### src/bicycle_model_motion_predictor_top_defines.svh
// Assertion macros for the motion predictor.
`ifndef BICYCLE_MODEL_MOTION_PREDICTOR_TOP_DEFINES_SVH
`define BICYCLE_MODEL_MOTION_PREDICTOR_TOP_DEFINES_SVH
`ifndef ASSERT_OFF
`define BMP_ASSERT_IMPL(label, clk, rst, prop, msg) \
   label: assert property (@(posedge clk) disable iff (rst) prop) else $error(msg);
`define BMP_ASSERT_NORST(label, clk, prop, msg) \
   label: assert property (@(posedge clk) prop) else $error(msg);
`else
`define BMP_ASSERT_IMPL(label, clk, rst, prop, msg)
`define BMP_ASSERT_NORST(label, clk, prop, msg)
`endif
`endif

### src/bmp_pkg.sv
`default_nettype none
package bmp_pkg;
   localparam int MAX_SUBSTEPS = 16;
   localparam logic signed [15:0] PI_Q13 = 16'sd25736;
   localparam logic signed [16:0] TWO_PI_Q13 = 17'sd51472;
   localparam logic signed [19:0] PI_Q16 = 20'sd205887;
   localparam logic signed [19:0] HALF_PI_Q16 = 20'sd102944;
   localparam logic signed [19:0] CORDIC_GAIN_Q16 = 20'sd39797;

   localparam logic [2:0] CFG_GAIN = 3'd0;
   localparam logic [2:0] CFG_TSTEP = 3'd1;
   localparam logic [2:0] CFG_NSUB = 3'd2;
   localparam logic [2:0] CFG_ALEN = 3'd3;
   localparam logic [2:0] CFG_AINV = 3'd4;
   localparam logic [2:0] CFG_THR = 3'd5;

   localparam logic CMD_INIT = 1'b0;

   // datapath operations
   localparam logic [3:0] OP_NONE   = 4'd0;
   localparam logic [3:0] OP_INIT0  = 4'd1;  // pick speed, load heading/steer, trig(steer)
   localparam logic [3:0] OP_INIT1  = 4'd2;  // rate product 1, trig(heading)
   localparam logic [3:0] OP_INIT2  = 4'd3;  // rate product 2, axle offsets
   localparam logic [3:0] OP_STEER  = 4'd4;  // steer filter
   localparam logic [3:0] OP_INTEG  = 4'd5;  // heading, speed, trig(steer)
   localparam logic [3:0] OP_RATE1  = 4'd6;  // speed*ainv, trig(heading)
   localparam logic [3:0] OP_RATE2  = 4'd7;  // rate, speed*cs
   localparam logic [3:0] OP_POS    = 4'd8;  // p*c, p*s
   localparam logic [3:0] OP_TRIGW  = 4'd9;  // q*ts, write axle, time

   typedef struct packed {
      logic [3:0] op;
   } cmd_type;

   typedef struct packed {
      logic trig_busy;
   } stat_type;

   typedef logic [4:0] sub_count_type;

   function automatic logic signed [19:0] atan_entry(input logic [3:0] i);
      case (i)
         4'd0: atan_entry = 20'sd51472;
         4'd1: atan_entry = 20'sd30385;
         4'd2: atan_entry = 20'sd16055;
         4'd3: atan_entry = 20'sd8150;
         4'd4: atan_entry = 20'sd4091;
         4'd5: atan_entry = 20'sd2047;
         4'd6: atan_entry = 20'sd1024;
         4'd7: atan_entry = 20'sd512;
         4'd8: atan_entry = 20'sd256;
         4'd9: atan_entry = 20'sd128;
         4'd10: atan_entry = 20'sd64;
         4'd11: atan_entry = 20'sd32;
         4'd12: atan_entry = 20'sd16;
         4'd13: atan_entry = 20'sd8;
         4'd14: atan_entry = 20'sd4;
         default: atan_entry = 20'sd2;
      endcase
   endfunction
endpackage
`default_nettype wire

### src/bmp_control.sv
`default_nettype none
module bmp_control
   import bmp_pkg::*;
(
   input  wire logic clock,
   input  wire logic reset,
   input  wire logic req_valid,
   output logic req_ready,
   input  wire logic command,
   input  wire logic [4:0] cfg_nsub,
   input  wire stat_type stat,
   output cmd_type cmd,
   output logic rsp_valid,
   input  wire logic rsp_ready,
   output logic rsp_last
);
   localparam logic [3:0] S_IDLE  = 4'd0;
   localparam logic [3:0] S_I1W   = 4'd1;
   localparam logic [3:0] S_I1    = 4'd2;
   localparam logic [3:0] S_I2W   = 4'd3;
   localparam logic [3:0] S_STEER = 4'd4;
   localparam logic [3:0] S_INTEG = 4'd5;
   localparam logic [3:0] S_SW    = 4'd6;
   localparam logic [3:0] S_R1    = 4'd7;
   localparam logic [3:0] S_HW    = 4'd8;
   localparam logic [3:0] S_R2    = 4'd9;
   localparam logic [3:0] S_POS   = 4'd10;
   localparam logic [3:0] S_OUT   = 4'd11;

   logic [3:0] state_ff, state_in;
   sub_count_type left_ff, left_in;
   logic out_ff, out_in;
   sub_count_type nsub;
   logic req_fire;

   assign nsub = (cfg_nsub > 5'(MAX_SUBSTEPS)) ? 5'(MAX_SUBSTEPS) : cfg_nsub;
   assign req_ready = (state_ff == S_IDLE) && !out_ff;
   assign req_fire = req_valid && req_ready;

   always_comb begin
      state_in = state_ff; left_in = left_ff; out_in = out_ff;
      cmd.op = OP_NONE;
      if (out_ff && rsp_ready) out_in = 1'b0;
      case (state_ff)
         S_IDLE: if (req_fire) begin
            if (command == CMD_INIT) begin
               cmd.op = OP_INIT0; state_in = S_I1W;
            end else if (nsub != '0) begin
               left_in = nsub; state_in = S_STEER;
            end
         end
         S_I1W: if (!stat.trig_busy) state_in = S_I1;
         S_I1: begin
            cmd.op = OP_INIT1; state_in = S_I2W;
         end
         S_I2W: if (!stat.trig_busy) begin
            cmd.op = OP_INIT2; state_in = S_IDLE;
         end
         S_STEER: if (!out_ff) begin
            cmd.op = OP_STEER; state_in = S_INTEG;
         end
         S_INTEG: begin
            cmd.op = OP_INTEG; state_in = S_SW;
         end
         S_SW: if (!stat.trig_busy) state_in = S_R1;
         S_R1: begin
            cmd.op = OP_RATE1; state_in = S_HW;
         end
         S_HW: if (!stat.trig_busy) state_in = S_R2;
         S_R2: begin
            cmd.op = OP_RATE2; state_in = S_POS;
         end
         S_POS: begin
            cmd.op = OP_POS; state_in = S_OUT;
         end
         S_OUT: begin
            cmd.op = OP_TRIGW; out_in = 1'b1;
            left_in = left_ff - 5'd1;
            state_in = (left_ff == 5'd1) ? S_IDLE : S_STEER;
         end
         default: state_in = S_IDLE;
      endcase
   end

   always_ff @(posedge clock) begin
      if (reset) begin
         state_ff <= S_IDLE; left_ff <= '0; out_ff <= 1'b0;
      end else begin
         state_ff <= state_in; left_ff <= left_in; out_ff <= out_in;
      end
   end

   logic last_ff, last_in;
   assign last_in = (state_ff == S_OUT) ? (left_ff == 5'd1) : last_ff;
   always_ff @(posedge clock) last_ff <= last_in;

   assign rsp_valid = out_ff;
   assign rsp_last = last_ff;
endmodule
`default_nettype wire

### config.mk
export PLATFORM = sky130hd
export DESIGN_NAME = bmp_control
export DESIGN_NICKNAME = d
export VERILOG_FILES = /design/src/bicycle_model_motion_predictor_top_defines.svh /design/src/bmp_pkg.sv /design/src/bmp_control.sv
export SDC_FILE = /design/constraint.sdc
export NUM_CORES = 1
export LEC_CHECK = 0
export ABC_AREA = 1
export BUFFER_PORTS_ARGS = -buffer_cell sky130_fd_sc_hd__buf_2
export CAP_MARGIN = 20
export CELL_PAD_IN_SITES_DETAIL_PLACEMENT = 1
export CELL_PAD_IN_SITES_GLOBAL_PLACEMENT = 1
export CORE_ASPECT_RATIO = 0.7
export CORE_MARGIN = 1
export CORE_UTILIZATION = 37
export CTS_CLUSTER_DIAMETER = 50
export DETAILED_ROUTE_END_ITERATION = 16
export GPL_TIMING_DRIVEN = 0
export MAX_ROUTING_LAYER = met4
export PLACE_DENSITY_LB_ADDON = 0.1
export SKIP_LAST_GASP = 1
export SLEW_MARGIN = 20
export SYNTH_ARGS = -nofsm -noshare
export SYNTH_HDL_FRONTEND = slang
export SYNTH_SLANG_ARGS = --single-unit
### constraint.sdc
create_clock -name clock -period 1.6 [get_ports clock]
set_clock_uncertainty 0.15 [all_clocks]
set_input_delay 0.16 -clock clock [delete_from_list [all_inputs] [get_ports clock]]
set_output_delay 0.16 -clock clock [all_outputs]
set_load 0.02 [all_outputs]
# Word-level counts from Yosys, hierarchy flattened
# Index checks and enable logic that the tools add are counted.
# classes
n_addsub	1
order_cmp	1
n_eq_ne	21
muxes	22
reduce_logical	10
# op_table
op	n
$pmux W4 S12	1
$pmux W4 S9	1
$mux W4	8
$mux W5	4
$eq A4 B3 Y1 const B	4
$eq A4 B4 Y1 const B	4
$ne A2 B2 Y1 const B	7
$pmux W5 S2	1
$eq A4 B2 Y1 const B	2
$reduce_and A7 Y1	1
$mux W3	2
$eq A5 B1 Y1 const B	1
$gt A5 B5 Y1 const B	1
$reduce_bool A5 Y1	1
$sub A5 B1 Y5 const B	1
$eq A4 B1 Y1 const B	1
$logic_not A4 Y1	1
$mux W1	4
$reduce_and A4 Y1	1
$reduce_bool A2 Y1	2
$logic_and A1 B1 Y1	3
$ne A3 B2 Y1 const B	1
$mux W2	1
$ne A2 B1 Y1 const B	1
$logic_not A1 Y1	1
# totals
reg_bits	11
inputBits	11
output_inout_bits	7
wordCells	59

# Logic depth before layout (Yosys ltp)
# Gate-level depths: netlist of the first run.
# depth
depth_word	7
mapped_depth	11
ltp_nobuf	10

# Worst setup path before layout of the first run
# No wires, ideal clock.
# synth_timing
kind	reg-to-output
start	reg state_ff[0]
end	out cmd[0] in the netlist's numbering
arrival_ps	1341
t_required_ps	1290
slack_ps	-51
path_stages_with_launch	7
n_path_buf	1
path_cell_list	dfxtp_1 buf_6 nor2_4 nand2_4 nor2_1 nand3_1 o2111ai_1
# synth_lines
element	line	rtl
start: declaration	bmp_control.sv:30	logic [3:0] state_ff, state_in;
start signal: assignment	bmp_control.sv:89	state_ff <= state_in; left_ff <= left_in; out_ff <= out_in;
end: declaration	bmp_control.sv:12	output cmd_type cmd,

==> summary.txt, run 1 <==
Run status
  – Status: finished, violations left
  – Failing checks: negative setup slack

Setup path
  – Critical Path Start Type: flop
  – Nature of the critical path endpoint: output pin
  – RR Endpoint: state_ff[0]
  – CP Data Required Time: ~1300 ps
  – R2R Path Start: state_ff[0]
  – CP Max Fanout: 6
  – Arr. time, crit path: 1380 ps
  – Reg2reg setup slack: -10 ps
  – Worst-case reg-to-reg path depth: 9
  – Crit Path Category: flop to output pin

Synth
  – Post-Syn Area per Cell: approximately 6.3 µm²
  – Syn nets: ~160
  – Asr flop ratio synth: 0%
  – Top cells by area, synth: dfxtp_1 22%, nand2_1 14%, nand3_1 13%
  – Number of flops mapped to enable cells by yosys: 1
  – Seq/Total Area, Yosys: 25.0%
  – Synth top area share: 21.8%
  – Top cells by count, synth: 34 x nand2_1, 24 x nor2_1, 23 x nand3_1, 13 x inv_1, 10 x dfxtp_1
  – Count leader, synth: nand2_1
  – Mapped cell area: 920 µm²
  – Yosys cell types: 25
  – Main synth FF type: dfxtp_1
  – #FFs+latches synth: 11
  – Synth area leader: dfxtp_1
  – Yosys warning count: 0
  – Mapped Cells: 146

Clock network
  – Number of clock buffers inserted by TritonCTS: 3
  – CTS tree: yes
  – Clock Pin Slew Worst Setup and Hold Paths: 90 ps
  – Clock Sinks: 11
  – H-tree Lvls: 1
  – Clock root buffer: clkbuf_4
  – Max Root-Sink Buffers: 2
  – Worst-Skew Late Latency: 290 ps

Timing
  – Max frequency: 591 MHz
  – Setup violators final: 3
  – Final hold violations: 0
  – Slew @ Worst Pin: approximately 260 ps
  – Slack of the critical path: -92.9 ps
  – RSZ-0062 raised after global routing: true
  – Final hold slack: just over 20 ps
  – Final period utilization: 106%
  – Relative slew slack: 82.4%
  – Minimum clock period after layout: 1690 ps
  – Final Max Tran Viols: 0

Floorplan
  – Core area: 2240 µm²
  – Die Ht: 43.7 µm
  – Initial Util: 41.0%
  – I/O pins: 18
  – Die area: 2690 µm²
  – Site Rows: 14
  – Die span in x: 61.6 µm

Place
  – Dpl hpwl: roughly 2200 µm
  – Pre-CTS setup slack: approximately 38 ps
  – Port Buf Inserts: 17
  – Placed insts: 195
  – Final Wtd Congestion: around 0.83

Routing
  – TritonRoute pass-1 iters: 4
  – DRC errors left: 0
  – Final WL: 3290 µm
  – Final ANT Viol Nets: 0
  – Via density: 5.31
  – DR WL/cell: 16.0 µm
  – Via Count: 1,093
  – Drt initial violations: 74

Cells and area
  – Diode count: 0
  – Fin nets: 188
  – Post-route insts no fill: 206
  – Share of layout cells above drive strength 1: 36.8%
  – Core Util, Final: 56.3%
  – Layout area overhead: 37.1%
  – Fillers: 310

GRT
  – Vias in the first global route: 1,005
  – First-pass GRT wire length: 4640 µm
  – Global Route Usage Sum: 25.0%
  – Largest net degree at the start of global routing: 11
  – GR Overflow Total: 0
  – Initial antenna violation count: 0

Worst hold path
  – Worst Hold Class: input port to flop
  – Hold path endpoint: rsp_valid
  – Worst Hold Launch: rsp_ready
  – Min-Delay Path Depth: 4

Power and ir drop
  – Pwr dens: about 1600 nW/µm²
  – Max IR drop VDD: 988 µV
  – Leakage power total: 0.000585 µW

Flow run
  – MaxCap Viol Count: 0
==> per-stage QoR <==
step	instance area [µm²]	TNS, ps	power, µW
after floorplan	922	0	1210
after CTS	1150	-231	1800
final	1260	-154	2060
after detailed placement	1050	0	1460
after global routing	1260	-605	2200
after global placement	1050	0	1430
==> flip-flops by register name (all words and copies together) (netlist names) <==
| register | cells |
|---|---|
| left_ff | 5 |
| state_ff | 4 |
| rsp_last | 1 |
| rsp_valid | 1 |
==> logic make-up after synthesis <==
kind of cell	count (synthesis)	synth area share, %
xor+xnor	1	0.953
simple gates	95	49.8
buf+inv	19	8.71
flops	11	25.0
compound gates	18	12.8
fa+ha+maj	2	2.72
==> what timing repair did <==
action | CTS | global route
gates resized for setup | 9 | 30
buffers inserted | 6 | 1
hold endpoints to repair | 5 | 0
hold buffers | 1 | 0
pin swaps | 4 | 11
gates cloned | 0 | 0
endpoints found under the setup margin | 4 | 11
==> how the worst max path moves through the flow <==
| stage | start | end | slack, ps | depth (start not counted) |
|---|---|---|---|---|
| after floorplan | state_ff[0] | cmd[0] | 70 | 6 |
| after global placement | state_ff[0] | cmd[0] | 70 | 7 |
| after detailed placement | state_ff[2] | state_ff[2] | 40 | 7 |
| after CTS | state_ff[0] | cmd[0] | -90 | 7 |
| after global routing | state_ff[3] | cmd[0] | -140 | 5 |
| final | state_ff[3] | cmd[0] | -90 | 5 |
==> routing by layer <==
metal / part of all wire, % / global-route usage, % / wire [µm] / vias to the layer above
li1: - / - / - / 538
met1: 50 / 36.8 / 1660 / 523
met2: 43 / 34.4 / 1400 / 28
met3: 5.9 / 2.69 / 193 / 4
met4: 1.1 / 10.2 / 35 / 0
met5: 0 / - / 0 / -
==> cells in the final DEF (no fill, tap or decap), drive strengths merged <==
| cell type | instances |
|---|---|
| a21oi | 6 |
| dlygate4sd3 | 1 |
| o22ai | 1 |
| ha | 2 |
| nand3b | 2 |
| o211ai | 2 |
| dfxtp | 10 |
| xnor2 | 1 |
| edfxtp | 1 |
| nand3 | 23 |
| nand2 | 37 |
| clkbuf | 3 |
| buf | 24 |
| o2111ai | 1 |
| a31oi | 2 |
| nand4 | 3 |
| inv | 17 |
| clkinv | 2 |
| nor2 | 30 |
| o21ai | 6 |
==> where the power goes <==
part           switching [µW]  internal [µW]
sequential               85.3            358
clock                     109           92.8
combinational             858            553
==> area by class of cell <==
cell class                      instances  area [µm²]  share of cell area, %
Multi-Input combinational cell        116         709                   56.2
Clock buffer                            3        22.5                   1.79
Tap cell                               32        40.0                   3.17
Timing Repair Buffer                   25         170                   13.5
Inverter                               18        68.8                   5.46
Clock inverter                          1        5.00                  0.397
Sequential cell                        11         245                   19.4
==> critical path: stages (launching register included) <==
cell	delay, ps
dfxtp_4	360
nor2_4	170
buf_6	140
nand3b_1	140
o2111ai_2	120
buf_4	170
Power figures use the tool's default switching activity.
==> inputs of run 2 (changes only) <==
--- a/config.mk
+++ b/config.mk
@@ -18,7 +18,6 @@
 export GPL_TIMING_DRIVEN = 0
 export MAX_ROUTING_LAYER = met4
 export PLACE_DENSITY_LB_ADDON = 0.1
-export SKIP_LAST_GASP = 1
 export SLEW_MARGIN = 20
 export SYNTH_ARGS = -nofsm -noshare
 export SYNTH_HDL_FRONTEND = slang
==> summary.txt, run 2 (synthesis results as in run 1) <==
Timing
  – RSZ-0062 raised after global routing: true (unchanged)
  – Final Max Tran Viols: 0 (unchanged)
  – Setup violators final: 4 (was 3)
  – Minimum clock period after layout: 1660 ps (was 1690 ps)
  – Slack of the critical path: -62.1 ps (was -92.9 ps)
  – Relative slew slack: 82.7% (was 82.4%)
  – Max frequency: 602 MHz (was 591 MHz)
  – Final hold violations: 0 (unchanged)
  – Final period utilization: 104% (was 106%)
  – Slew @ Worst Pin: 258 ps (was 262 ps)

Routing
  – TritonRoute pass-1 iters: 4 (unchanged)
  – Max Used Layer: met4 (unchanged)
  – DR WL/cell: 15.7 µm (was 16.0 µm)
  – WL met3: 122 µm (was 193 µm)
  – Met2 wire len: 1350 µm (was 1400 µm)
  – Final WL: 3240 µm (was 3290 µm)
  – Final ANT Viol Nets: 0 (unchanged)
  – DRC errors left: 0 (unchanged)
  – Via Count: 1,062 (was 1,093)
  – Drt initial violations: 63 (was 74)
  – DRT met1 WL: 1740 µm (was 1660 µm)
  – Via density: 5.16 (was 5.31)

Clock network
  – Number of clock buffers inserted by TritonCTS: 3 (unchanged)
  – Clock Pin Slew Worst Setup and Hold Paths: 90 ps (about the same)
  – Worst-Skew Late Latency: 280 ps (was 290 ps)
  – Clock Sinks: 11 (unchanged)
  – CTS tree: yes (unchanged)
  – Max Root-Sink Buffers: 2 (unchanged)
  – H-tree Lvls: 1 (unchanged)
  – Clock root buffer: clkbuf_4 (unchanged)

Power and ir drop
  – Final Power: 2030 µW (was 2060 µW)
  – Leakage power total: 0.000581 µW (was 0.000585 µW)
  – Max IR drop VDD: 962 µV (was 988 µV)
  – Pwr dens: 1630 nW/µm² (about the same)

Setup path
  – Crit path max-delay family: flip-flops (unchanged)
  – Nature of the critical path endpoint: output pin (unchanged)
  – Critical Path, Cell by Cell: inv_2 -> nand2_2 -> nor2_1 -> a31oi_1 -> nand3_1 -> buf_2 (was nor2_4 -> buf_6 -> nand3b_1 -> o2111ai_2 -> buf_4)
  – CP Max Fanout: 4 (was 6)
  – Critical path buffer and inverter count: 2 (unchanged)
  – Critical Path Max Stage Delay: 370 ps (was 360 ps)
  – Crit Path Category: flop to output pin (unchanged)
  – Critical Path Start Type: flop (unchanged)
  – Slowest cell on crit path: dfxtp_4 (unchanged)
  – Arr. time, crit path: 1350 ps (was 1380 ps)
  – CP Data Required Time: 1290 ps (about the same)

GRT
  – Global Route Usage Sum: 25.0% (unchanged)
  – First-pass GRT wire length: 4640 µm (unchanged)
  – Largest net degree at the start of global routing: 11 (unchanged)
  – Initial antenna violation count: 0 (unchanged)
  – GR Overflow Total: 0 (unchanged)
  – Vias in the first global route: 1,005 (unchanged)

Cells and area
  – Diode count: 0 (unchanged)
  – Fin nets: 188 (unchanged)
  – Commonest non-fill, non-tap cell in the layout: nand2_1 (unchanged)
  – Layout area overhead: 35.2% (was 37.1%)
  – Most flop-heavy register: left_ff (unchanged)
  – Share of layout cells above drive strength 1: 38.5% (was 36.8%)
  – Max reg flops: 5 (unchanged)
  – Commonest non-fill, non-tap cells in the layout: 28 x nand2_1, 18 x nand3_1, 18 x nor2_1 (was 31 x nand2_1, 18 x nand3_1, 18 x nor2_1)
  – Largest registers: left_ff: 5 flops, state_ff: 4 flops (unchanged)

Place
  – Pre-CTS setup slack: 37.9 ps (unchanged)
  – Final Wtd Congestion: 0.833 (unchanged)
  – Dpl hpwl: 2180 µm (unchanged)
  – Port Buf Inserts: 17 (unchanged)

Floorplan
  – Initial Util: 41.0% (unchanged)
  – Die span in x: 61.6 µm (unchanged)
  – I/O pins: 18 (unchanged)
  – Core area: 2240 µm² (unchanged)
  – Die area: 2690 µm² (unchanged)
  – Die Ht: 43.7 µm (unchanged)
  – Site Rows: 14 (unchanged)

Worst hold path
  – Worst Hold Class: input port to flop (unchanged)

Run status
  – Failing checks: negative setup slack (unchanged)
  – Status: finished, violations left (unchanged)

Flow run
  – MaxCap Viol Count: 0 (unchanged)
==> run 2: cell counts in the layout (fill, tap and decap cells not counted) <==
No cell type changed its count.
==> run 2: per-layer routing <==
metal  vias up  track usage (%)
met4         0             10.2
met1       491             36.8
met2        29             34.4
met3         4             2.69
li1        538                -
met5         -                -
==> run 2: area by class of cell <==
type / instances / area (µm²)
multi-input combinational: 116 / 704
fill: 318 / 998
timing repair buffer: 25 / 158
sequential: 11 / 245
tap: 32 / 40.0
inverter: 18 / 68.8
clock inverter: 1 / 5.00
clock buffer: 3 / 22.5
==> run 2: where the power goes <==
part / leakage (µW) / total [µW] / switching (µW) / internal, µW
Clock: 0.0000177 / 200 / 107 / 92.8
Sequential: 0.0000937 / 439 / 81.0 / 358
Combinational: 0.000470 / 1390 / 861 / 528
Total: 0.000581 / 2030 / 1050 / 979
==> run 2: repair_timing <==
item	CTS	global route
endpoints found under the hold margin	5	0
setup buffers	6	1
gates resized for setup	10	25
endpoints found under the setup margin	4	11
pin swaps	4	9
hold buffers	1	0
==> run 2: worst paths after layout <==
check              start           to  slack [ps]  cells past startpoint
min            rsp_ready    rsp_valid          20                      4
max reg2reg  state_ff[0]  state_ff[0]           0                      9
max          state_ff[3]       cmd[2]         -60                      6
min reg2reg   left_ff[1]   left_ff[1]         340                      2
==> run 2: worst register-to-register path: cells and delay by family, from the launching register on <==
family / cells / cell delay, ps
AO/OA/AOI/OAI: 1 / 120
buffers and inverters: 2 / 240
flip-flops: 1 / 370
AND/OR/NAND/NOR: 6 / 670
==> run 2: stage by stage <==
stage	area [µm²]	setup TNS, ps	hold WS (ps)	util [%]	std cells
final	1240	-175	18.3	55.5	206
after global routing	1240	-671	33.4	55.5	206
after CTS	1160	-216	15.9	51.6	206
after detailed placement	1050	0	272	46.7	195
after global placement	1050	0	263	46.7	195
after floorplan	922	0	79.1	-	146
==> inputs of run 3 (changes only) <==
--- a/config.mk
+++ b/config.mk
@@ -5,14 +5,14 @@
 export SDC_FILE = /design/constraint.sdc
 export NUM_CORES = 1
 export LEC_CHECK = 0
-export ABC_AREA = 1
+export ABC_AREA = 0
 export BUFFER_PORTS_ARGS = -buffer_cell sky130_fd_sc_hd__buf_2
 export CAP_MARGIN = 20
 export CELL_PAD_IN_SITES_DETAIL_PLACEMENT = 1
 export CELL_PAD_IN_SITES_GLOBAL_PLACEMENT = 1
 export CORE_ASPECT_RATIO = 0.7
 export CORE_MARGIN = 1
-export CORE_UTILIZATION = 37
+export CORE_UTILIZATION = 38
 export CTS_CLUSTER_DIAMETER = 50
 export DETAILED_ROUTE_END_ITERATION = 16
 export GPL_TIMING_DRIVEN = 0
==> summary.txt, run 3 <==
Floorplan
  – Site Rows: 13 (was 14)
  – Die span in x: 58.4 µm (was 61.6 µm)
  – I/O pins: 18 (unchanged)
  – Die area: 2420 µm² (was 2690 µm²)
  – Core area: 1970 µm² (was 2240 µm²)
  – Initial Util: 43.0% (was 41.0%)
  – Die Ht: 41.5 µm (was 43.7 µm)

Timing
  – Minimum clock period after layout: 2120 ps (was 1660 ps)
  – Slew @ Worst Pin: 520 ps (was 258 ps)
  – Final period utilization: 132% (was 104%)
  – Slack of the critical path: -518 ps (was -62.1 ps)
  – Final Max Tran Viols: 0 (unchanged)
  – Relative slew slack: 65.3% (was 82.7%)
  – Setup violators final: 12 (was 4)
  – Final hold violations: 0 (unchanged)
  – Max frequency: 472 MHz (was 602 MHz)
  – RSZ-0062 raised after global routing: true (unchanged)

Setup path
  – Critical Path Start Type: flop (unchanged)
  – Critical Path Max Stage Delay: 550 ps (was 370 ps)
  – RR Endpoint: state_ff[0] (unchanged)
  – R2R Path Start: state_ff[3] (was state_ff[0])
  – Reg2reg setup slack: -520 ps (was 0 ps)
  – CP Data Required Time: 1620 ps (was 1290 ps)
  – Nature of the critical path endpoint: flop (was output pin)
  – Crit path max-delay family: simple AND/OR/NAND/NOR gates (was flip-flops)
  – CP Max Fanout: 3 (was 4)
  – Arr. time, crit path: 2140 ps (was 1350 ps)
  – Cell repeated most along the worst path: or4_4
  – Crit Path Category: flop to flop (was flop to output pin)
  – Slowest cell on crit path: or4_4 (was dfxtp_4)
  – Critical Path, Cell by Cell: or4_4 -> or4_4 -> nand3_4 -> mux2_4 (was inv_2 -> nand2_2 -> nor2_1 -> a31oi_1 -> nand3_1 -> buf_2)
  – Critical path buffer and inverter count: 0 (was 2)
  – Worst-case reg-to-reg path depth: 4 (was 9)

Cells and area
  – Commonest non-fill, non-tap cells in the layout: 13 x buf_2, 11 x buf_4, 7 x inv_1, 7 x nand2_1 (was 28 x nand2_1, 18 x nand3_1, 18 x nor2_1)
  – Fillers: 239 (was 318)
  – Diode count: 0 (unchanged)
  – Largest registers: left_ff: 5 flops, state_ff: 4 flops (unchanged)
  – Fin nets: 151 (was 188)
  – Commonest non-fill, non-tap cell in the layout: buf_2 (was nand2_1)
  – Core Util, Final: 62.4% (was 55.5%)
  – Design Area, Final: 1230 µm² (was 1240 µm²)
  – Layout area overhead: 45.1% (was 35.2%)
  – Max reg flops: 5 (unchanged)
  – Share of layout cells above drive strength 1: 38.7% (was 38.5%)
  – Most flop-heavy register: left_ff (unchanged)

Worst hold path
  – Worst Hold Class: input port to flop (unchanged)
  – Worst Hold Launch: cfg_nsub[2] (was rsp_ready)
  – Min-Delay Path Depth: 3 (was 4)
  – Hold path endpoint: left_ff[2] (was rsp_valid)

Place
  – Post-DP Area: 982 µm² (was 1050 µm²)
  – Port Buf Inserts: 17 (unchanged)
  – Dpl hpwl: 1970 µm (was 2180 µm)
  – Final Wtd Congestion: 0.868 (was 0.833)

Routing
  – Via density: 6.26 (was 5.16)
  – DRC errors left: 0 (unchanged)
  – Via Count: 1,046 (was 1,062)
  – Final WL: 3450 µm (was 3240 µm)
  – Final ANT Viol Nets: 0 (unchanged)
  – TritonRoute pass-1 iters: 4 (unchanged)
  – Drt initial violations: 53 (was 63)
  – DR WL/cell: 20.6 µm (was 15.7 µm)

Power and ir drop
  – Cell-internal power: 995 µW (was 979 µW)
  – Max IR drop VDD: 651 µV (was 962 µV)
  – Pwr dens: 1440 nW/µm² (was 1630 nW/µm²)
  – Proportion of power drawn by flip-flops and latches: 23.8% (was 21.6%)
  – Sw frac: 43.6% (was 51.7%)
  – Comb power frac: 64.7% (was 68.5%)
  – Clk pwr share: 11.5% (was 9.9%)
  – Sw power: 770 µW (was 1050 µW)
  – Leakage power total: 0.000514 µW (was 0.000581 µW)

Run status
  – Failing checks: negative setup slack (unchanged)
  – Status: finished, violations left (unchanged)

Synth
  – Top cells by count, synth: 10 x dfxtp_1, 9 x inv_1, 7 x nand2_1, 7 x nor2_1, 6 x clkbuf_1 (was 34 x nand2_1, 24 x nor2_1, 23 x nand3_1, 13 x inv_1, 10 x dfxtp_1)
  – Main synth FF type: dfxtp_1 (unchanged)
  – Number of flops mapped to enable cells by yosys: 1 (unchanged)
  – Seq/Total Area, Yosys: 27.2% (was 25.0%)
  – Asr flop ratio synth: 0% (unchanged)
  – Syn nets: 119 (was 159)
  – Count leader, synth: dfxtp_1 (was nand2_1)
  – Mapped Cells: 106 (was 146)
  – Post-Syn Area per Cell: 7.98 µm² (was 6.30 µm²)
  – Synth area leader: dfxtp_1 (unchanged)
  – Mapped cell area: 846 µm² (was 920 µm²)
  – Synth top area share: 23.7% (was 21.8%)
  – Yosys warning count: 0 (unchanged)
  – Top cells by area, synth: dfxtp_1 24%, inv_1 4.0%, mux2i_1 3.6% (was dfxtp_1 22%, nand2_1 14%, nand3_1 13%)
  – Yosys cell types: 46 (was 25)
  – #FFs+latches synth: 11 (unchanged)

GRT
  – Vias in the first global route: 1,049 (was 1,005)
  – Initial antenna violation count: 0 (unchanged)
  – First-pass GRT wire length: 5160 µm (was 4640 µm)
  – Global Route Usage Sum: 29.0% (was 25.0%)
  – GR Overflow Total: 0 (unchanged)
  – Largest net degree at the start of global routing: 11 (unchanged)

Clock network
  – Number of clock buffers inserted by TritonCTS: 3 (unchanged)
  – Clock root buffer: clkbuf_4 (unchanged)
  – Clock Sinks: 11 (unchanged)
  – H-tree Lvls: 1 (unchanged)
  – Max Root-Sink Buffers: 2 (unchanged)
  – CTS tree: yes (unchanged)
  – Worst-Skew Late Latency: 280 ps (about the same)
  – Clock Pin Slew Worst Setup and Hold Paths: 80 ps (was 90 ps)

Flow run
  – MaxCap Viol Count: 0 (unchanged)
run 3: power groups by stage:
stage	Combinational (µW)	Clock (µW)	Sequential, µW
after global routing	1200	226	423
after global placement	695	0	404
after detailed placement	709	0	409
after floorplan	543	0	383
final	1140	204	420
after CTS	986	207	400
run 3: kinds of logic after synthesis:
| family | after synthesis | synth area share [%] |
|---|---|---|
| AO/OA/AOI/OAI | 33 | 30.2 |
| adder cells (fa/ha/maj) | 2 | 2.96 |
| multiplexers | 4 | 4.88 |
| flip-flops | 11 | 27.2 |
| buffers and inverters | 15 | 6.66 |
| AND/OR/NAND/NOR | 41 | 28.1 |
run 3: cell type report:
type	instances	area, µm²	area share, %
multi-input combinational	80	632	51.5
clock buffer	4	26.3	2.14
buffer	6	68.8	5.61
inverter	9	33.8	2.75
tap	30	37.5	3.06
timing repair buffer	27	186	15.2
sequential	11	243	19.8
run 3: worst min-delay path: cells and delay by family:
kind | cells | cell delay (ps)
compound gates | 2 | 210
buf+inv | 1 | 100
run 3: per-layer routing:
| layer | global-route usage (%) | vias up | share of wire [%] |
|---|---|---|---|
| met1 | 40.0 | 509 | 45 |
| li1 | - | 475 | - |
| met5 | - | - | 0 |
| met4 | 7.62 | 0 | 1.4 |
| met3 | 7.79 | 6 | 7.7 |
| met2 | 41.8 | 56 | 46 |
run 3: worst max-delay path by stage:
stage	start	endpoint	slack (ps)	cells past startpoint
after floorplan	state_ff[3]	state_ff[0]	-410	4
after global placement	state_ff[3]	state_ff[0]	-470	4
after detailed placement	state_ff[3]	state_ff[0]	-500	4
after CTS	state_ff[3]	state_ff[0]	-480	4
after global routing	state_ff[3]	left_ff[0]	-570	4
final	state_ff[3]	state_ff[0]	-520	4
run 3: stage by stage:
stage | TNS [ps] | total power (µW) | std cells | hold WS (ps) | worst slack, ps
finish | -4300 | 1770 | 167 | 92.2 | -518
CTS | -3920 | 1590 | 164 | 98.4 | -476
global placement | -2700 | 1100 | 153 | 272 | -472
floorplan | -1380 | 925 | 106 | 192 | -406
detailed placement | -3160 | 1120 | 153 | 286 | -496
global route | -5020 | 1850 | 167 | 125 | -575
run 3: timing repair:
| action | in CTS | in global routing |
|---|---|---|
| hold buffers | 1 | 0 |
| endpoints found under the hold margin | 1 | 0 |
| gates resized for setup | 34 | 11 |
| buffers inserted | 6 | 3 |
| gates cloned | 0 | 0 |
| setup endpoints to repair | 13 | 13 |
| pin swaps | 3 | 2 |
